File: config.mk
export PLATFORM = sky130hd
export DESIGN_NAME = eec_scale
export DESIGN_NICKNAME = d
export VERILOG_FILES = /design/src/elastic_easing_curve_assert.svh /design/src/eec_pkg.sv /design/src/eec_scale.sv
export SDC_FILE = /design/constraint.sdc
export NUM_CORES = 2
export LEC_CHECK = 0
export ABC_AREA = 1
export BUFFER_PORTS_ARGS = -buffer_cell sky130_fd_sc_hd__buf_4
export CAP_MARGIN = 20
export CORE_MARGIN = 5
export CORE_UTILIZATION = 35
export CTS_CLUSTER_SIZE = 40
export DETAILED_ROUTE_END_ITERATION = 8
export PLACE_DENSITY_LB_ADDON = 0.1
export SLEW_MARGIN = 20
export SYNTH_ARGS = -nofsm -noshare
export SYNTH_HDL_FRONTEND = slang
export SYNTH_SLANG_ARGS = --single-unit
File: constraint.sdc
create_clock -name clk_i -period 16.35 [get_ports clk_i]
set_input_delay 3.27 -clock clk_i [delete_from_list [all_inputs] [get_ports clk_i]]
set_output_delay 3.27 -clock clk_i [all_outputs]
set_load 0.03 [all_outputs]
File: src/elastic_easing_curve_assert.svh
// Assertion macros for the elastic easing curve block.
// Depends on clk_i and rst_ni being in scope where a macro is used.
`ifndef ELASTIC_EASING_CURVE_ASSERT_SVH
`define ELASTIC_EASING_CURVE_ASSERT_SVH
// Check a property on the rising clock, off while in reset.
`define EEC_ASSERT(lbl, prop, msg) \
  lbl: assert property (@(posedge clk_i) disable iff (!rst_ni) prop) else $error(msg);
// Check a property on the rising clock, also while in reset.
`define EEC_ASSERT_RST(lbl, prop, msg) \
  lbl: assert property (@(posedge clk_i) prop) else $error(msg);
`endif

File: src/eec_pkg.sv
// Shared constants, types and elaboration-time tables for the easing curve.
// No dependencies; used by every module of the block.
package eec_pkg;

  localparam int FRAC_BITS       = 16;
  localparam int SINE_TABLE_BITS = 10;
  localparam int SINE_LEN        = (1 << SINE_TABLE_BITS) + 1;
  localparam int SINE_IDX_W      = SINE_TABLE_BITS + 1;
  localparam int PHASE_FRAC      = 32 - SINE_TABLE_BITS;
  localparam int QB              = SINE_TABLE_BITS - 2;
  localparam int X_W             = FRAC_BITS + 1;
  localparam int Y_W             = FRAC_BITS + 2;
  localparam int N_W             = 26;
  localparam int A_W             = 20;
  localparam int EXP_TERMS       = 12;

  localparam int FRONT_LAT = 1;
  localparam int SINE_LAT  = 6;
  localparam int EXP_LAT   = 1 + 3 * EXP_TERMS;
  localparam int SCALE_LAT = 3;
  localparam int TOTAL_LAT = FRONT_LAT + EXP_LAT + SCALE_LAT;
  localparam int S_DLY     = EXP_LAT - SINE_LAT;

  localparam logic [1:0] MODE_IN    = 2'd0;
  localparam logic [1:0] MODE_OUT   = 2'd1;
  localparam logic [1:0] MODE_INOUT = 2'd2;

  localparam logic [X_W-1:0]        X_ONE = X_W'(1 << FRAC_BITS);
  localparam logic signed [N_W-1:0] ONE_S = N_W'(1 << FRAC_BITS);
  localparam logic [63:0] Q30_ONE     = 64'd1 << 30;
  localparam logic [63:0] HALF_PI_Q30 = 64'd1686629713;
  localparam logic [29:0] LN2_Q30     = 30'd744261118;

  typedef struct packed {
    logic       is_zero;
    logic       is_one;
    logic       neg;
    logic       add_one;
    logic       extra;
    logic       fz;
    logic [3:0] sh;
  } ctl_t;

  typedef logic signed [31:0] sine_rom_t [SINE_LEN];

  function automatic logic [63:0] quarter_sine(input logic [63:0] theta);
    logic [63:0] t2;
    logic [63:0] r;
    t2 = (theta * theta) >> 30;
    r  = Q30_ONE;
    r  = Q30_ONE - (((t2 * r) >> 30) / 64'd156);
    r  = Q30_ONE - (((t2 * r) >> 30) / 64'd110);
    r  = Q30_ONE - (((t2 * r) >> 30) / 64'd72);
    r  = Q30_ONE - (((t2 * r) >> 30) / 64'd42);
    r  = Q30_ONE - (((t2 * r) >> 30) / 64'd20);
    r  = Q30_ONE - (((t2 * r) >> 30) / 64'd6);
    return (theta * r) >> 30;
  endfunction

  function automatic sine_rom_t build_sine_rom();
    sine_rom_t       rom;
    logic [63:0]     th;
    logic [63:0]     s;
    logic [1:0]      q;
    logic [QB-1:0]   rr;
    logic [QB:0]     pos;
    for (int k = 0; k < SINE_LEN; k++) begin
      q   = 2'(k >> QB);
      rr  = QB'(k);
      pos = q[0] ? (QB+1)'((1 << QB) - int'(rr)) : {1'b0, rr};
      th  = (64'(pos) * HALF_PI_Q30) >> QB;
      s   = quarter_sine(th);
      rom[k] = q[1] ? -$signed(32'(s)) : $signed(32'(s));
    end
    return rom;
  endfunction

  function automatic logic [31:0] exp_recip(input int k);
    logic [31:0] r;
    case (k)
      2:       r = 32'd2147483648;
      3:       r = 32'd1431655765;
      4:       r = 32'd1073741824;
      5:       r = 32'd858993459;
      6:       r = 32'd715827882;
      7:       r = 32'd613566756;
      8:       r = 32'd536870912;
      9:       r = 32'd477218588;
      10:      r = 32'd429496729;
      11:      r = 32'd390451572;
      12:      r = 32'd357913941;
      default: r = 32'd0;
    endcase
    return r;
  endfunction

endpackage

File: src/eec_scale.sv
// Output stages: sine times mantissa, rounding shift, sign and offset.
// Depends on eec_pkg for the control struct and widths.
module eec_scale (
  input  logic                        clk_i,
  input  logic                        en_i,
  input  logic signed [31:0]          s_i,
  input  logic [31:0]                 mant_i,
  input  eec_pkg::ctl_t               ctl_i,
  output logic [eec_pkg::Y_W-1:0]     y_o
);

  logic [31:0]          mant_e;
  logic [31:0]          abs_s;
  logic [62:0]          mag_q;
  logic                 sneg_a_q;
  eec_pkg::ctl_t        ctl_a_q;
  logic [5:0]           t;
  logic [63:0]          sum;
  logic [18:0]          r_q;
  logic                 sneg_b_q;
  eec_pkg::ctl_t        ctl_b_q;
  logic signed [19:0]   term;
  logic signed [19:0]   v;

  always_comb begin
    mant_e = ctl_i.fz ? 32'(eec_pkg::Q30_ONE) : mant_i;
    abs_s  = s_i[31] ? 32'(-s_i) : 32'(s_i);
  end

  always_comb begin
    t   = 6'(60 - eec_pkg::FRAC_BITS) + {2'b0, ctl_a_q.sh} + {5'b0, ctl_a_q.extra};
    sum = 64'(mag_q) + (64'd1 << (t - 6'd1));
  end

  always_comb begin
    term = sneg_b_q ? -$signed({1'b0, r_q}) : $signed({1'b0, r_q});
    if (ctl_b_q.is_zero) begin
      v = '0;
    end else if (ctl_b_q.is_one) begin
      v = 20'(eec_pkg::X_ONE);
    end else if (ctl_b_q.neg) begin
      v = -term;
    end else begin
      v = term + 20'(eec_pkg::X_ONE);
    end
  end

  always_ff @(posedge clk_i) begin
    if (en_i) begin
      mag_q    <= 63'(abs_s[30:0]) * 63'(mant_e);
      sneg_a_q <= s_i[31];
      ctl_a_q  <= ctl_i;
      r_q      <= 19'(sum >> t);
      sneg_b_q <= sneg_a_q;
      ctl_b_q  <= ctl_a_q;
      y_o      <= v[eec_pkg::Y_W-1:0];
    end
  end

endmodule
---- Yosys cells after proc, flatten, opt, wreduce, memory -nomap -nowiden ----
Index checks and enable logic that the tools add are counted.
storage, ports and cells
  flip-flop bits (word level) ............. 112
  output and inout port bits .............. 18
  word-level logic and storage cells ...... 31
  input bits .............................. 76
operators by class
  reductions and logical operators ........ 1
  add/sub/neg operators ................... 8
  shifts and indexed selects .............. 2
  $mul .................................... 1
  multiplexer cells ....................... 5
operators by type and width
  kind                                                                number
  63-bit by 64-bit adder with 64-bit output                           1
  1-bit by 6-bit left shift with 64-bit output, first input constant  1
  64-bit by 6-bit >> shifter with 18-bit output                       1
  31-bit by 32-bit multiplier with 63-bit output                      1
  18-bit 2-to-1 mux                                                   2
  18-bit negator                                                      2
  32-bit 2-to-1 mux                                                   1
  31-bit 2-to-1 mux                                                   1
  31-bit negator                                                      1
  18-bit by 17-bit adder with 18-bit output, second input constant    1
  17-bit 2-to-1 mux                                                   1
  6-bit by 1-bit adder with 6-bit output                              1
  6-bit by 4-bit adder with 6-bit output, first input constant        1
  6-bit by 1-bit subtractor with 6-bit output, second input constant  1
  2-bit OR reduction                                                  1

---- Depth between registers and ports, before layout ----
  word-level depth ........................ 6
  mapped depth ............................ 42
  gate-level depth less buffers ........... 40

---- Least setup slack after synthesis ----
Ideal clock, no wire load.
  path kind ............................... input port to flip-flop
  start ................................... input port s_i[0]
  end ..................................... register mag_q[53], data pin
  path buffers ............................ 3
  cell stages on the path ................. 38
  arrival ................................. 11.057 ns
  slack ................................... 5.028 ns
  setup time .............................. 0.265 ns
  data required time ...................... 16.085 ns
  cell sequence ........................... buf_6 -> clkinv_4 -> clkbuf_1 -> ha_1 -> inv_1 -> nor3_1 -> inv_1 -> nor2_1 -> nand2_1 -> xor2_1 -> nand2_1 -> nand2_1 -> inv_1 -> clkbuf_1 -> nand2_1 -> fa_1 -> fa_1 -> inv_1 -> (+2 left out) -> fa_1 -> fa_1 -> fa_1 -> inv_1 -> fa_1 -> inv_1 -> ha_1 -> nand2_1 -> nor2_1 -> inv_1 -> nor3_1 -> nand4_1 -> o21ai_1 -> nand3_1 -> nand2_1 -> nand3_1 -> o21ai_0 -> xor2_1
on the way
  cells in the longest elaborated chain, start to end .. 3
RTL lines
  what                                              RTL line         text
  start, declared                                   eec_scale.sv:6   input logic signed [31:0] s_i,
  31-bit negator                                    eec_scale.sv:27  abs_s = s_i[31] ? 32'(-s_i) : 32'(s_i);
  31-bit 2-to-1 mux *                               eec_scale.sv:27
  31-bit by 32-bit multiplier with 63-bit output *  eec_scale.sv:50  mag_q <= 63'(abs_s[30:0]) * 63'(mant_e);
  end signal, assigned                              eec_scale.sv:50
  end, declared                                     eec_scale.sv:14  logic [62:0] mag_q;
Mark *: on every way between the ends. The rest lies on a longest branch, timed or not.
A chain may end at the register's enable or synchronous reset.

---- Worst setup path after layout ----
  start ................................... input port s_i[0]
  end ..................................... register mag_q[59], data pin
The elaborated chain is that of the path after synthesis.

==> results.py <==
metrics = {
    "grt": {
        "grt_pass1_wl_mm": 249,
        "antenna_found_initial": 1,
        "track_usage_pct": 24.5,
        "gr-usage-met3_pct": 2.25,
        "grt_pass1_vias": 40500,
        "use_met1_pct": 32.3,
        "gr-total-overflow": 0,
        "grt_busiest_layer": "met2",
        "grt_max_degree": 68,
        "grtUsageMet2_pct": 42.1,
    },
    "sta": {
        "finalCritPeriodShare_pct": 81.2,
        "max-slew-margin-rel_pct": 23.7,
        "final_max_slew_viol_count": 0,
        "max_freq_ghz": 0.0753,
        "tightest_slew_ps": 1140,
        "tns_ps": 0,
        "period_needed_ps": 13280,
        "hold_ws_ps": 427,
        "rsz0062_at_grt": "false",
        "finalHoldViolations": 0,
        "final-setup-viol-count": 0,
        "skew_ps": 21.6,
    },
    "finish": {
        "multi_input_area_um2": 35000,
        "regArea_um2": 3330,
        "areaGrowthSynthToFinish_pct": 6.95,
        "fillers": 13600,
        "final_common_cell": "nand2_1",
        "layout_common_cells": "nand2_1, inv_1, fa_1, nor2_1, nand3_1",
        "fin_nets": 7311,
        "drive_gt1_share_pct": 4.02,
    },
    "logic_synthesis": {
        "yosysUniqueCellTypes": 57,
        "async_reset_ff_share_pct": 0,
        "syn_avg_cell_area_um2": 7.38,
        "ys_seq_area_share_pct": 7.52,
        "ys_ff_latch": 111,
        "ys.warnings.count": 0,
        "synth-edff-count": 111,
        "synthFlopType": "edfxtp_1",
        "synthCells": 6004,
        "synthesis.area_um2": 44300,
    },
    "floorplan": {
        "die-width_um": 366,
        "initial_core_util_pct": 35.2,
        "die-height_um": 366,
        "rows": 130,
        "die_area_um2": 134000,
        "boundaryPins": 94,
        "coreArea_um2": 126000,
    },
    "critical_path": {
        "required_ps": 16470,
        "max_stage_delay_ps": 1160,
        "cp_data_arrival_time_ps": 13400,
        "path_common_cell": "fa_1",
        "end_kind": "register",
        "r2r_cells": 24,
        "critPathLaunchType": "input pin",
        "cp_slowest_cell": "clkinv_1",
        "path_max_fanout": 19,
        "path_class": "input pin to register",
    },
    "routing": {
        "drt-initial-drc-count": 2653,
        "wl_mm": 164,
        "firstDrtPassIters": 6,
        "via_per_inst": 4.99,
        "final_antenna_net_count": 0,
        "post-route-drc-count": 0,
        "dr_total_vias": 38400,
        "wl_per_cell_um": 21.2,
    },
    "cts": {
        "cts_hold_buf": 0,
        "cts.repair.resized": 0,
        "cts_root_buf": "clkbuf_16",
        "htreeDepth": 3,
        "worstSkewPairLatency_ps": 380,
        "path_clk_slew_ps": 70,
        "cts_sinks": 111,
        "numCtsBuffers": 9,
        "tritoncts": "built",
        "cts_max_path_buffers": 2,
        "post_cts_buffers": 0,
    },
    "job": {
        "cap_violations": 0,
    },
    "placed_design": {
        "port_buffers": 92,
        "finalWeightedCongestion": 0.931,
        "hpwl_mm": 132,
    },
    "hold_path": {
        "hold_depth": 0,
        "hold_class": "register to register",
    },
    "status": {
        "run_status": "finished, final reports clean",
    },
}
==> worst paths after layout <==
path / startpoint / endpoint / slack [ps]
hold reg to reg: ctl_a_q[8] / ctl_b_q[8] / 430
setup reg to reg: ctl_a_q[0] / r_q[1] / 10810
hold / removal: ctl_a_q[8] / ctl_b_q[8] / 430
setup / recovery: s_i[0] / mag_q[59] / 3070
==> registers in the layout (all words and copies together), names as in the netlist <==
| name | flops |
|---|---|
| sneg_b_q | 1 |
| y_o | 18 |
| ctl_b_q | 3 |
| r_q | 18 |
| mag_q | 62 |
| ctl_a_q | 8 |
| sneg_a_q | 1 |
==> stage by stage <==
step / utilization (%) / std cells / cell area [um^2] / setup WS [ps]
2_1_floorplan: - / 6041 / 44400 / 5030
3_3_place_gp: 37.4 / 7686 / 47100 / 2870
3_5_place_dp: 37.4 / 7686 / 47100 / 2810
4_1_cts: 37.7 / 7701 / 47400 / 3190
5_1_grt: 37.7 / 7701 / 47400 / 2740
6_report: 37.7 / 7702 / 47400 / 3070
==> per-layer routing <==
metal / up-vias / share of wire, %
met5: - / 0
met4: 0 / 4.2
met3: 289 / 5.1
met2: 1175 / 47
met1: 19200 / 43
li1: 17800 / -
==> worst max-delay path, delay by kind of cell <==
family                   cells  cell delay (ps)
AND/OR/NAND/NOR             12             3380
XOR/XNOR                     1               60
adder cells (fa/ha/maj)      9             4410
buffers and inverters        7             1850
AO/OA/AOI/OAI                2              350
==> synthesized netlist by cell type, types with 39 or more instances <==
cell	instances	area, um^2
nand3_1	386	1930
edfxtp_1	111	3330
nor3_1	39	195
o21ai_0	76	380
ha_1	322	4030
nor2_1	693	2600
fa_1	866	17300
inv_1	1393	5230
clkbuf_1	137	514
a21oi_1	136	681
xor2_1	71	622
nand2_1	1514	5680
==> area by class of cell <==
| cell class | count | share of cell area (%) |
|---|---|---|
| clock buffers | 9 | 0.475 |
| diodes | 1 | 0.00528 |
| clock inverters | 6 | 0.148 |
| flip-flops and latches | 111 | 7.03 |
| repair buffers | 177 | 2.80 |
| multi-input cells | 4325 | 73.9 |
| inverters | 1423 | 11.3 |
| well taps | 1650 | 4.36 |
==> kinds of logic after synthesis <==
family                   Yosys count  synth area share, %
buffers and inverters           1605                 13.8
AO/OA/AOI/OAI                    282                 3.54
flip-flops                       111                 7.52
other                              1              0.00846
XOR/XNOR                          90                 1.78
adder cells (fa/ha/maj)         1188                 48.2
AND/OR/NAND/NOR                 2727                 25.1
Power is left out: the tool's default activity adds up to more than one toggle a clock period on the data nets, which glitch-free logic cannot reach.
