### src/elastic_easing_curve_assert.svh
// Assertion macros for the elastic easing curve block.
// Depends on clk_i and rst_ni being in scope where a macro is used.
`ifndef ELASTIC_EASING_CURVE_ASSERT_SVH
`define ELASTIC_EASING_CURVE_ASSERT_SVH
// Check a property on the rising clock, off while in reset.
`define EEC_ASSERT(lbl, prop, msg) \
  lbl: assert property (@(posedge clk_i) disable iff (!rst_ni) prop) else $error(msg);
// Check a property on the rising clock, also while in reset.
`define EEC_ASSERT_RST(lbl, prop, msg) \
  lbl: assert property (@(posedge clk_i) prop) else $error(msg);
`endif

### src/eec_pkg.sv
// Shared constants, types and elaboration-time tables for the easing curve.
// No dependencies; used by every module of the block.
package eec_pkg;

  localparam int FRAC_BITS       = 16;
  localparam int SINE_TABLE_BITS = 10;
  localparam int SINE_LEN        = (1 << SINE_TABLE_BITS) + 1;
  localparam int SINE_IDX_W      = SINE_TABLE_BITS + 1;
  localparam int PHASE_FRAC      = 32 - SINE_TABLE_BITS;
  localparam int QB              = SINE_TABLE_BITS - 2;
  localparam int X_W             = FRAC_BITS + 1;
  localparam int Y_W             = FRAC_BITS + 2;
  localparam int N_W             = 26;
  localparam int A_W             = 20;
  localparam int EXP_TERMS       = 12;

  localparam int FRONT_LAT = 1;
  localparam int SINE_LAT  = 6;
  localparam int EXP_LAT   = 1 + 3 * EXP_TERMS;
  localparam int SCALE_LAT = 3;
  localparam int TOTAL_LAT = FRONT_LAT + EXP_LAT + SCALE_LAT;
  localparam int S_DLY     = EXP_LAT - SINE_LAT;

  localparam logic [1:0] MODE_IN    = 2'd0;
  localparam logic [1:0] MODE_OUT   = 2'd1;
  localparam logic [1:0] MODE_INOUT = 2'd2;

  localparam logic [X_W-1:0]        X_ONE = X_W'(1 << FRAC_BITS);
  localparam logic signed [N_W-1:0] ONE_S = N_W'(1 << FRAC_BITS);
  localparam logic [63:0] Q30_ONE     = 64'd1 << 30;
  localparam logic [63:0] HALF_PI_Q30 = 64'd1686629713;
  localparam logic [29:0] LN2_Q30     = 30'd744261118;

  typedef struct packed {
    logic       is_zero;
    logic       is_one;
    logic       neg;
    logic       add_one;
    logic       extra;
    logic       fz;
    logic [3:0] sh;
  } ctl_t;

  typedef logic signed [31:0] sine_rom_t [SINE_LEN];

  function automatic logic [63:0] quarter_sine(input logic [63:0] theta);
    logic [63:0] t2;
    logic [63:0] r;
    t2 = (theta * theta) >> 30;
    r  = Q30_ONE;
    r  = Q30_ONE - (((t2 * r) >> 30) / 64'd156);
    r  = Q30_ONE - (((t2 * r) >> 30) / 64'd110);
    r  = Q30_ONE - (((t2 * r) >> 30) / 64'd72);
    r  = Q30_ONE - (((t2 * r) >> 30) / 64'd42);
    r  = Q30_ONE - (((t2 * r) >> 30) / 64'd20);
    r  = Q30_ONE - (((t2 * r) >> 30) / 64'd6);
    return (theta * r) >> 30;
  endfunction

  function automatic sine_rom_t build_sine_rom();
    sine_rom_t       rom;
    logic [63:0]     th;
    logic [63:0]     s;
    logic [1:0]      q;
    logic [QB-1:0]   rr;
    logic [QB:0]     pos;
    for (int k = 0; k < SINE_LEN; k++) begin
      q   = 2'(k >> QB);
      rr  = QB'(k);
      pos = q[0] ? (QB+1)'((1 << QB) - int'(rr)) : {1'b0, rr};
      th  = (64'(pos) * HALF_PI_Q30) >> QB;
      s   = quarter_sine(th);
      rom[k] = q[1] ? -$signed(32'(s)) : $signed(32'(s));
    end
    return rom;
  endfunction

  function automatic logic [31:0] exp_recip(input int k);
    logic [31:0] r;
    case (k)
      2:       r = 32'd2147483648;
      3:       r = 32'd1431655765;
      4:       r = 32'd1073741824;
      5:       r = 32'd858993459;
      6:       r = 32'd715827882;
      7:       r = 32'd613566756;
      8:       r = 32'd536870912;
      9:       r = 32'd477218588;
      10:      r = 32'd429496729;
      11:      r = 32'd390451572;
      12:      r = 32'd357913941;
      default: r = 32'd0;
    endcase
    return r;
  endfunction

endpackage

### src/eec_front.sv
// Input decode stage: saturate progress, pick curve terms and exponent.
// Depends on eec_pkg.
module eec_front (
  input  logic                                clk_i,
  input  logic                                en_i,
  input  logic [eec_pkg::X_W-1:0]             progress_i,
  input  logic [1:0]                          mode_i,
  output logic signed [eec_pkg::N_W-1:0]      n_o,
  output logic                                c9_o,
  output logic [eec_pkg::FRAC_BITS-1:0]       f_o,
  output eec_pkg::ctl_t                       ctl_o
);

  logic [eec_pkg::X_W-1:0]        x;
  logic signed [eec_pkg::N_W-1:0] xs;
  logic signed [eec_pkg::N_W-1:0] n_d;
  logic signed [eec_pkg::N_W-1:0] a_s;
  logic [eec_pkg::A_W-1:0]        a;
  logic                           c9_d;
  eec_pkg::ctl_t                  ctl_d;

  always_comb begin
    x  = (progress_i > eec_pkg::X_ONE) ? eec_pkg::X_ONE : progress_i;
    xs = $signed({{(eec_pkg::N_W-eec_pkg::X_W){1'b0}}, x});
    ctl_d = '0;
    if (mode_i[1]) begin
      c9_d = 1'b1;
      n_d  = xs * 26'sd160 - 26'sd89 * eec_pkg::ONE_S;
      ctl_d.extra = 1'b1;
      if (x < (eec_pkg::X_ONE >> 1)) begin
        a_s = 26'sd10 * eec_pkg::ONE_S - 26'sd20 * xs;
        ctl_d.neg = 1'b1;
      end else begin
        a_s = 26'sd20 * xs - 26'sd10 * eec_pkg::ONE_S;
        ctl_d.add_one = 1'b1;
      end
    end else if (mode_i == eec_pkg::MODE_OUT) begin
      c9_d = 1'b0;
      n_d  = xs * 26'sd40 - 26'sd3 * eec_pkg::ONE_S;
      a_s  = 26'sd10 * xs;
      ctl_d.add_one = 1'b1;
    end else begin
      c9_d = 1'b0;
      n_d  = xs * 26'sd40 - 26'sd43 * eec_pkg::ONE_S;
      a_s  = 26'sd10 * eec_pkg::ONE_S - 26'sd10 * xs;
      ctl_d.neg = 1'b1;
    end
    a = a_s[eec_pkg::A_W-1:0];
    ctl_d.is_zero = (x == '0);
    ctl_d.is_one  = (x == eec_pkg::X_ONE);
    ctl_d.fz      = (a[eec_pkg::FRAC_BITS-1:0] == '0);
    ctl_d.sh      = a[eec_pkg::A_W-1:eec_pkg::FRAC_BITS] + {3'b0, !ctl_d.fz};
  end

  always_ff @(posedge clk_i) begin
    if (en_i) begin
      n_o   <= n_d;
      c9_o  <= c9_d;
      f_o   <= a[eec_pkg::FRAC_BITS-1:0];
      ctl_o <= ctl_d;
    end
  end

endmodule

### config.mk
export PLATFORM = sky130hd
export DESIGN_NAME = eec_front
export DESIGN_NICKNAME = d
export VERILOG_FILES = /design/src/elastic_easing_curve_assert.svh /design/src/eec_pkg.sv /design/src/eec_front.sv
export SDC_FILE = /design/constraint.sdc
export NUM_CORES = 1
export LEC_CHECK = 0
export BUFFER_PORTS_ARGS = -buffer_cell sky130_fd_sc_hd__clkbuf_2
export CELL_PAD_IN_SITES_DETAIL_PLACEMENT = 1
export CELL_PAD_IN_SITES_GLOBAL_PLACEMENT = 1
export CORE_MARGIN = 2
export CORE_UTILIZATION = 41
export CTS_BUF_LIST = sky130_fd_sc_hd__clkbuf_8
export CTS_CLUSTER_SIZE = 10
export DETAILED_ROUTE_END_ITERATION = 10
export PLACE_DENSITY_LB_ADDON = 0.1
export SYNTH_ARGS = -nofsm -noshare
export SYNTH_HDL_FRONTEND = slang
export SYNTH_SLANG_ARGS = --single-unit
### constraint.sdc
create_clock -name clk_i -period 4.8 [get_ports clk_i]
set_input_delay 0.24 -clock clk_i [delete_from_list [all_inputs] [get_ports clk_i]]
set_output_delay 0.24 -clock clk_i [all_outputs]
set_load 0.01 [all_outputs]
Word-level counts from Yosys, hierarchy flattened --
Cells that the tools add are included.
Storage, ports and cells: bits in registers 52, bits of input ports 21
Cells by class: magnitude comparators 2, eq/ne operators 2, $add $sub $neg 7, multipliers 4, mux-type cells 12, reductions and logical operators 3
Operator list (count):
- $mux W20 | 3
- $mux W26 | 2
- $mul A17 B3 Y20 const B | 2
- $sub A20 B20 Y20 const A | 2
- $sub A25 B23 Y26 const B | 1
- $sub A26 B19 Y26 const B | 1
- $sub A23 B22 Y24 const B | 1
- $sub A20 B20 Y20 const B | 1
- $mul A3 B17 Y19 const A | 1
- $mul A3 B17 Y18 const A | 1
- $eq A17 B17 Y1 const B | 1
- $gt A17 B17 Y1 const B | 1
- $logic_not A17 Y1 | 1
- $lt A17 B16 Y1 const B | 1
- $mux W17 | 1
- $logic_not A16 Y1 | 1
- $mux W1 | 5
- $add A4 B1 Y4 | 1
- $eq A2 B1 Y1 const B | 1
- $mux W2 | 1
- $logic_not A1 Y1 | 1

Depth between registers and ports, before layout --
Gate-level depths: netlist (run 1).
depth in word-level cells 9, mapped depth 24

Worst setup path before layout (run 1) --
OpenSTA, ideal clock, no wires.
path kind input -> register, start input port progress_i[15] (netlist bit), end register ctl_o[2] (netlist bit) (data pin), slack -0.033 ns, setup time 0.258 ns, arrival time 4.576 ns, data required time 4.542 ns, stages 23, path through nor4_1 -> nand4_1 -> o31ai_1 -> and2_1 -> ha_1 -> ha_1 -> inv_1 -> fa_1 -> nand2b_1 -> a21bo_2 -> a21o_1 -> xnor2_2 -> inv_2 -> ha_1 -> inv_1 -> o41ai_1 -> xor2_1 -> mux2i_1 -> nor3_1 -> nand4_1 -> ha_1 -> ha_1 -> xnor2_1
RTL lines:
- start, declared | RTL line eec_front.sv:6 | input logic [eec_pkg::X_W-1:0] progress_i,
- end signal, assigned | RTL line eec_front.sv:60 | ctl_o <= ctl_d;
- end, declared | RTL line eec_front.sv:11 | output eec_pkg::ctl_t ctl_o

==> results of run 1 <==
==> cells by family after synthesis <==
kind of cell	Yosys count	share of synthesized area, %
AOI/OAI and AO/OA	125	20.29
other	1	0.08238
xor gates and xnor gates	47	9.538
buffers and inverters	53	5.332
DFF	48	31.67
muxes	15	3.408
and+or+nand+nor	150	17.70
adders and majority gates	43	11.98
==> state kept, by name, summed over array words and instances (netlist names) <==
name / cells
f_o: 15
ctl_o: 10
n_o: 23
==> cell type report <==
cell class / count / area [µm²]
clock inverters: 3 / 42.54
well taps: 140 / 175.2
inverters: 24 / 92.59
repair buffers: 165 / 1082
flip-flops and latches: 48 / 1441
fillers: 1278 / 4861
clock buffers: 5 / 68.82
multi-input cells: 384 / 3077
==> layout by cell type (no fill, tap or decap), types with 4 or more instances in the layout <==
cell	synthesis	layout
ha_1	42	37
clkbuf_8	0	5
nor4_2	0	4
a21o_1	4	4
xnor2_1	28	28
o41ai_2	1	5
o21a_1	5	5
buf_4	5	94
o21ai_1	5	8
a21oi_1	26	24
o31ai_1	7	5
nor2b_1	11	11
nor3b_1	5	4
inv_1	20	20
a21oi_2	2	4
edfxtp_1	48	48
nand3_1	9	9
clkbuf_2	0	69
nand2_1	27	26
conb_1	1	4
and2_4	0	4
nor2_1	42	41
o21ai_0	21	18
nand4_1	4	4
nor3_1	5	4
mux2i_1	11	11
and2_1	11	6
or3_1	8	8
xor2_1	16	16
a211oi_1	6	6
o211ai_1	5	5
==> stage by stage <==
step | worst slack (ns) | std cells | setup TNS [ns] | total power (W)
2_1_floorplan | 0.07157 | 485 | 0 | 0.0009849
3_5_place_dp | -0.2717 | 753 | -0.9193 | 0.001271
4_1_cts | 0.05527 | 761 | 0 | 0.001573
3_3_place_gp | -0.06888 | 753 | -0.1317 | 0.001238
5_1_grt | -0.09049 | 769 | -0.2399 | 0.001704
6_report | 0.2096 | 769 | 0 | 0.001608
==> routing by layer <==
layer / global-route usage, % / routed length [µm] / part of all wire [%]
met3: 1.897 / 375 / 2.8
met5: 0 / 0 / 0
met1: 29.32 / 6035 / 46
met4: 5.696 / 172 / 1.3
met2: 38.36 / 6659 / 50
==> cells in the mapped netlist (4+ instances only) <==
cell type / instances
a211oi_1: 6
a21o_1: 4
a21oi_1: 26
and2_1: 11
buf_1: 4
buf_4: 5
clkbuf_1: 15
edfxtp_1: 48
ha_1: 42
inv_1: 20
mux2i_1: 11
nand2_1: 27
nand3_1: 9
nand4_1: 4
nor2_1: 42
nor2b_1: 11
nor3_1: 5
nor3b_1: 5
nor4_1: 5
o211ai_1: 5
o21a_1: 5
o21ai_0: 21
o21ai_1: 5
o31ai_1: 7
o41ai_1: 4
or3_1: 8
xnor2_1: 28
xor2_1: 16
==> what timing repair did <==
action / in CTS / in global routing
endpoints found under the setup margin: 0 / 6
setup buffers: 0 / 8
resized for setup: 0 / 41
==> power breakdown <==
part           internal [W]  switching (W)
Combinational      0.000342       0.000410
Sequential         0.000540      0.0000153
Clock              0.000154       0.000147
Total               0.00104       0.000572
==> worst max-delay path: stages <==
cell	delay (ns)
clkbuf_2	0.10
nor4_2	0.29
nand4_1	0.20
o31ai_4	0.33
buf_6	0.15
buf_4	0.10
and2_1	0.17
ha_1	0.26
ha_1	0.32
and3_1	0.23
or3_1	0.35
mux2_1	0.30
o41a_1	0.11
and2_2	0.22
ha_1	0.23
nand3_1	0.10
nor4_2	0.06
or4_4	0.43
a31oi_4	0.21
o2111ai_2	0.14
xnor2_1	0.15
==> final timing paths <==
| check | startpoint | endpoint | cells past startpoint |
|---|---|---|---|
| setup / recovery | progress_i[7] | ctl_o[3] | 21 |
| hold / removal | mode_i[1] | n_o[4] | 2 |
==> impl_metrics.tcl, run 1 <==
set metrics [dict create \
    status "completed" \
    grt-ovfl-total 0 \
    dp_hpwl_um 10390 \
    cts_buffer_depth 2 \
    fin_util_pct 55.16 \
    hp-class "in -> reg" \
    cts_buffers 5 \
    hold_buffers 0 \
    dieArea_um2 11960 \
    synth_cell_types 87 \
    synth_top_cell_by_area "edfxtp_1" \
    design_area_um2 5979 \
    worstMarginPinSlew_ns 1.195 \
    cp_max_fo 4 \
    cap_violations 0 \
    cp-end-kind "flop" \
    grt_pass1_wl_um 20810 \
    leakage_nw 2.579 \
    drt_wl_total_um 13240 \
    yosysSeqAreaShare_pct 31.67 \
    grt_max_degree 49 \
    grt_pass1_vias 4186 \
    avgSynthCellArea_um2 9.444 \
    placementRows 38 \
    synth_top_area_share_pct 31.67 \
    via_per_inst 5.494 \
    worstPathRequired_ns 4.88 \
    synth_warnings 0 \
    hold_ws_ns 0.3506 \
    cts_tree "done" \
    start_util_pct 41.99 \
    io_buffers 69 \
    clockRootBuffer "clkbuf_8" \
    htree_levels 2 \
    antenna_found_initial 0 \
    fmax_mhz 217.8 \
    finalHoldViolCount 0 \
    place_area_um2 5612 \
    core-area_um2 10840 \
    slew_headroom_pct 20.34 \
    routedWlPerCell_um 17.22 \
    syn_inst 482 \
    dieHeight_um 109.4 \
    drtAntennaViolNets 0 \
    final_max_slew_viol_count 0 \
    drc 0 \
    io_pins 74 \
    clk_pin_slew_ns 0.09 \
    setup_viol 0 \
    grtUsageTotal_pct 22.01 \
    routed-via-count 4225 \
    ys.flop_type "edfxtp_1" \
    netlist_area_um2 4552 \
    cts.sink_count 48 \
    power.density_nw_per_um2 268.9 \
    drt-initial-drc-count 173 \
    area_growth_syn_to_layout_pct 31.36 \
    antenna_cells 0 \
    nNetsFinal 692 \
    crit_type "in -> reg" \
    place_congestion 0.8800 \
    drive_gt1_share_pct 37.68 \
    arrival_ns 4.67 \
    synth_edf_count 48 \
    synthArstFlopShare_pct 0 \
    synth.area.top_cells "edfxtp_1 32%, ha_1 12%, xnor2_1 5.4%, nor2_1 3.5%, xor2_1 3.1%" \
    ys_ff_latch 48 \
    period_share_pct 95.63 \
    min_period_ns 4.590 \
    cp-start-kind "primary input" \
    die_w_um 109.4 \
    peakVddDrop_mv 0.1481 \
    drt-pass1-iter-count 4 \
]
No activity file was read; power rests on OpenSTA's default activity.
==> inputs of run 2 (changes only) <==
==> constraint.sdc (replaced) <==
create_clock -name clk_i -period 4.8 [get_ports clk_i]
set_input_delay 0 -clock clk_i [delete_from_list [all_inputs] [get_ports clk_i]]
set_output_delay 0 -clock clk_i [all_outputs]
set_load 0.01 [all_outputs]
==> impl_metrics.tcl, run 2 (same netlist as run 1, synthesis figures left out) <==
set metrics [dict create \
    status "completed" \
    io_buffers 69 \
    antenna_cells 0 \
    fill_cells 1293 \
    largest_registers "n_o x23, f_o x15, ctl_o x10" \
    cts.sink_count 48 \
    clk_pin_slew_ns 0.10 \
    cts_buffer_depth 2 \
    largest-register "n_o" \
    area_growth_syn_to_layout_pct 18.11 \
    crit_type "in -> reg" \
    grt_pass1_wl_um 19730 \
    p_int_w 0.0009638 \
    cp-end-kind "flop" \
    routedWlPerCell_um 16.95 \
    finalHoldViolCount 0 \
    nNetsFinal 632 \
    final_cells 709 \
    dieArea_um2 11960 \
    layout_commonest_cell "clkbuf_2" \
    drt-initial-drc-count 120 \
    p_sw_share_pct 35.95 \
    cp_max_fo 4 \
    final_cell_mix "69 x clkbuf_2, 48 x edfxtp_1, 42 x nor2_1, 42 x ha_1, 36 x buf_4" \
    grt-ovfl-total 0 \
    antenna_found_initial 0 \
    power.density_nw_per_um2 279.9 \
    hold_buffers 0 \
    drc 0 \
    grt_pass1_vias 3907 \
    slew_headroom_pct 16.09 \
    routed-via-count 3903 \
    period_share_pct 94.11 \
    grt_setup_unrepaired "no" \
    worstMarginPinSlew_ns 1.259 \
    setup_ws_ns 0.2827 \
    start_util_pct 41.99 \
    arrival_ns 4.59 \
    cts_tree "done" \
    core-area_um2 10840 \
    drive_gt1_share_pct 26.89 \
    grtUsageTotal_pct 21.13 \
    via_per_inst 5.505 \
    die_w_um 109.4 \
    fin_util_pct 49.60 \
    hp-class "in -> reg" \
    setup_viol 0 \
    io_pins 74 \
    cts_buffers 5 \
    place_congestion 0.8414 \
    combPwrFrac_pct 42.4 \
    fmax_mhz 221.4 \
    p_switching_w 0.0005409 \
    dp_cells 701 \
    drtAntennaViolNets 0 \
    final_max_slew_viol_count 0 \
    drt_wl_total_um 12020 \
    placementRows 38 \
    min_period_ns 4.517 \
    htree_levels 2 \
    grt_max_degree 49 \
    largest_reg_flops 23 \
    pwr-share-clk_pct 20.7 \
    peakVddDrop_mv 0.1854 \
    cap_violations 0 \
    seqPwrFrac_pct 36.9 \
    leakage_nw 2.256 \
    cp-start-kind "primary input" \
    clockRootBuffer "clkbuf_8" \
    drt-pass1-iter-count 4 \
    dieHeight_um 109.4 \
    dp_slack_ns -0.08529 \
    worstPathRequired_ns 4.87 \
    dp_hpwl_um 9539 \
]
[run 2: cell count changes in the layout (fill, tap and decap cells not counted), moves of 3 or more]
cell / change
buf_4: -58
nor4_2: -3
ha_1: +5
and2_1: +5
nor4_1: +3
ha_2: -3
and2_4: -4
[run 2: worst paths after layout]
path | cells past startpoint | from | endpoint
worst max-delay path | 24 | progress_i[11] | ctl_o[2]
worst min-delay path | 2 | mode_i[1] | n_o[4]
[run 2: power groups by stage]
stage / clock (W) / sequential [W] / combinational (W)
final: 0.000311 / 0.000556 / 0.000638
after floorplan: 0 / 0.000598 / 0.000387
after CTS: 0.000323 / 0.000557 / 0.000634
after detailed placement: 0 / 0.000567 / 0.000629
after global placement: 0 / 0.000562 / 0.000611
after global routing: 0.000332 / 0.000562 / 0.000710
[run 2: timing repair]
action / 4_1_cts / 5_1_grt
hold endpoints to repair: 0 / 0
setup endpoints to repair: 0 / 4
resized for setup: 0 / 10
setup buffers: 0 / 0
[run 2: area by class of cell]
type                            count  area, µm²  area share (%)
Timing Repair Buffer              105      615.6           11.45
Tap cell                          140      175.2           3.258
Clock buffer                        5      68.82           1.280
Clock inverter                      3      46.29          0.8611
Sequential cell                    48       1441           26.81
Inverter                           24      92.59           1.722
Multi-Input combinational cell    384       2937           54.62
[run 2: per-stage QoR]
stage	total power, W	setup TNS, ns	hold slack, ns	cell area (µm²)
after floorplan	0.0009847	0	0.09887	4563
after global placement	0.001173	0	0.4172	5204
after detailed placement	0.001196	-0.1291	0.4186	5204
after CTS	0.001514	0	0.1338	5319
after global routing	0.001605	0	0.1701	5376
final	0.001505	0	0.1500	5376
[run 2: routing by layer]
layer / vias up / share of wire, % / GRT usage (%)
met5: - / 0 / 0
met4: 0 / 1.5 / 5.787
met3: 11 / 3.2 / 1.778
met2: 72 / 47 / 35.80
met1: 1875 / 49 / 28.94
li1: 1945 / - / -
[run 2: worst max-delay path, cell delays in order]
cell and delay, ns:
clkbuf_2 0.08, nor4_1 0.31, nand4_1 0.19, o31ai_2 0.28
and2_1 0.20, ha_1 0.15, ha_1 0.17, inv_1 0.06
fa_1 0.39, nand2b_1 0.19, a21bo_2 0.23, a21o_1 0.22
xnor2_2 0.16, inv_2 0.06, ha_1 0.18, inv_1 0.09
o41ai_2 0.38, xor2_1 0.19, mux2i_1 0.12, nor3_1 0.22
nand4_1 0.14, ha_1 0.25, ha_1 0.19, xnor2_1 0.12
==> inputs of run 3 (changes only) <==
--- a/config.mk
+++ b/config.mk
@@ -9,7 +9,7 @@
 export CELL_PAD_IN_SITES_DETAIL_PLACEMENT = 1
 export CELL_PAD_IN_SITES_GLOBAL_PLACEMENT = 1
 export CORE_MARGIN = 2
-export CORE_UTILIZATION = 41
+export CORE_UTILIZATION = 49
 export CTS_BUF_LIST = sky130_fd_sc_hd__clkbuf_8
 export CTS_CLUSTER_SIZE = 10
 export DETAILED_ROUTE_END_ITERATION = 10
==> constraint.sdc (replaced) <==
create_clock -name clk_i -period 5.4 [get_ports clk_i]
set_input_delay 0 -clock clk_i [delete_from_list [all_inputs] [get_ports clk_i]]
set_output_delay 0 -clock clk_i [all_outputs]
set_load 0.01 [all_outputs]
==> impl_metrics.tcl, run 3 (same netlist as run 1, synthesis figures left out) <==
set metrics [dict create \
    critical_path.top_delay_family "adder cells" \
    placementRows 35 \
    worstMarginPinSlew_ns 1.193 \
    fmax_mhz 201.5 \
    place_area_um2 4957 \
    place_congestion 0.8410 \
    slew_headroom_pct 20.49 \
    p_int_w 0.0008254 \
    cp-start-kind "primary input" \
    cts_setup_buffers 0 \
    period_share_pct 91.90 \
    p_switching_w 0.0004674 \
    grt_setup_unrepaired "no" \
    cts_tree "done" \
    fill_cells 1072 \
    grtUsageTotal_pct 23.53 \
    design_area_um2 5069 \
    drc 0 \
    pwr-share-clk_pct 21.0 \
    startpoint "progress_i[15]" \
    hp-class "in -> reg" \
    antenna_cells 0 \
    start_util_pct 49.97 \
    seqPwrFrac_pct 38.2 \
    routedWlPerCell_um 18.06 \
    dp_cells 644 \
    cp_max_fo 7 \
    cts_buffer_depth 2 \
    final.setup.tns_ns 0 \
    final_max_slew_viol_count 0 \
    slowest_stage "o41ai_1" \
    min_period_ns 4.963 \
    core-area_um2 9109 \
    peakVddDrop_mv 0.1374 \
    crit_type "in -> reg" \
    worstHoldStart "progress_i[16]" \
    cts.sink_count 48 \
    leakage_nw 2.106 \
    cp-end-kind "flop" \
    combPwrFrac_pct 40.8 \
    finalHoldViolCount 0 \
    nNetsFinal 604 \
    timing.critical_path.buf_inv 4 \
    clk_pin_slew_ns 0.10 \
    largest-register "n_o" \
    cts_buffers 5 \
    grt-ovfl-total 0 \
    area_growth_syn_to_layout_pct 11.35 \
    cts-resized-gates 0 \
    final_cell_mix "69 x clkbuf_2, 48 x edfxtp_1, 42 x nor2_1, 42 x ha_1, 28 x xnor2_1" \
    cp_slowest_stage_delay_ns 0.51 \
    io_pins 74 \
    antenna_found_initial 0 \
    dp_hpwl_um 9058 \
    final_cells 652 \
    power.density_nw_per_um2 255.1 \
    die_w_um 100.4 \
    path_cells "clkbuf_2, nor4_1, nand4_1, o31ai_1, and2_1, ha_1, ha_1, inv_1, fa_1, nand2b_1, a21bo_2, a21o_1, xnor2_2, inv_2, ha_1, inv_1, o41ai_1, xor2_1, mux2i_1, nor3_1, nand4_1, ha_1, ha_1, xnor2_1" \
    drtAntennaViolNets 0 \
    cap_violations 0 \
    routed-via-count 3851 \
    grt_pass1_wl_um 19030 \
    hold_buffers 0 \
    drive_gt1_share_pct 21.63 \
    p_sw_share_pct 36.16 \
    worstPathRequired_ns 5.47 \
    drt-initial-drc-count 141 \
    clockRootBuffer "clkbuf_8" \
    dieArea_um2 10080 \
    htree_levels 2 \
    layout_commonest_cell "clkbuf_2" \
    grt_pass1_vias 3765 \
    multi_input_area_um2 2879 \
    largest_registers "n_o x23, f_o x15, ctl_o x10" \
    status "completed" \
    grt_max_degree 56 \
    via_per_inst 5.906 \
    drt-pass1-iter-count 5 \
    arrival_ns 5.03 \
    drt_wl_total_um 11780 \
    setup_viol 0 \
    seqCellArea_um2 1441 \
    dieHeight_um 100.4 \
    largest_reg_flops 23 \
    io_buffers 69 \
    timing.critical_path.mode_cell "ha_1" \
]
run 3: cell types whose count changed in the layout (fill, tap and decap cells not counted), moves of 2 or more:
cell,change
o31ai_1,+3
o31ai_2,-3
o41ai_1,+2
buf_4,-28
o41ai_2,-2
run 3: worst paths after layout:
check / to / slack, ns / depth (start not counted)
max: ctl_o[2] / 0.44 / 24
min: ctl_o[8] / 0.07 / 2
run 3: power by group through the flow:
| stage | Clock [W] | Combinational (W) | Sequential [W] |
|---|---|---|---|
| after detailed placement | 0 | 0.000524 | 0.000503 |
| after global routing | 0.000283 | 0.000584 | 0.000499 |
| after CTS | 0.000275 | 0.000528 | 0.000495 |
| after global placement | 0 | 0.000506 | 0.000500 |
| final | 0.000272 | 0.000528 | 0.000493 |
| after floorplan | 0 | 0.000344 | 0.000531 |
run 3: layer usage:
layer / GRT usage, % / routed length (µm)
met4: 3.161 / 72
met1: 34.05 / 5730
met5: 0 / 0
met3: 1.671 / 393
met2: 39.70 / 5583
run 3: final cells by class:
type / instances / share of cell area, %
clock buffers: 5 / 1.358
flip-flops and latches: 48 / 28.44
well taps: 111 / 2.740
clock inverters: 3 / 0.8393
repair buffers: 77 / 7.998
inverters: 24 / 1.827
multi-input cells: 384 / 56.80
run 3: stage by stage:
step | setup slack, ns | power (W) | hold WS (ns) | utilization (%)
3_5_place_dp | 0.1184 | 0.001028 | 0.3860 | 54.42
6_report | 0.4374 | 0.001293 | 0.06678 | 55.65
4_1_cts | 0.4332 | 0.001298 | 0.06447 | 55.65
2_1_floorplan | 0.8069 | 0.0008753 | 0.09887 | -
3_3_place_gp | 0.4191 | 0.001007 | 0.3846 | 54.42
5_1_grt | 0.02412 | 0.001366 | 0.08010 | 55.65
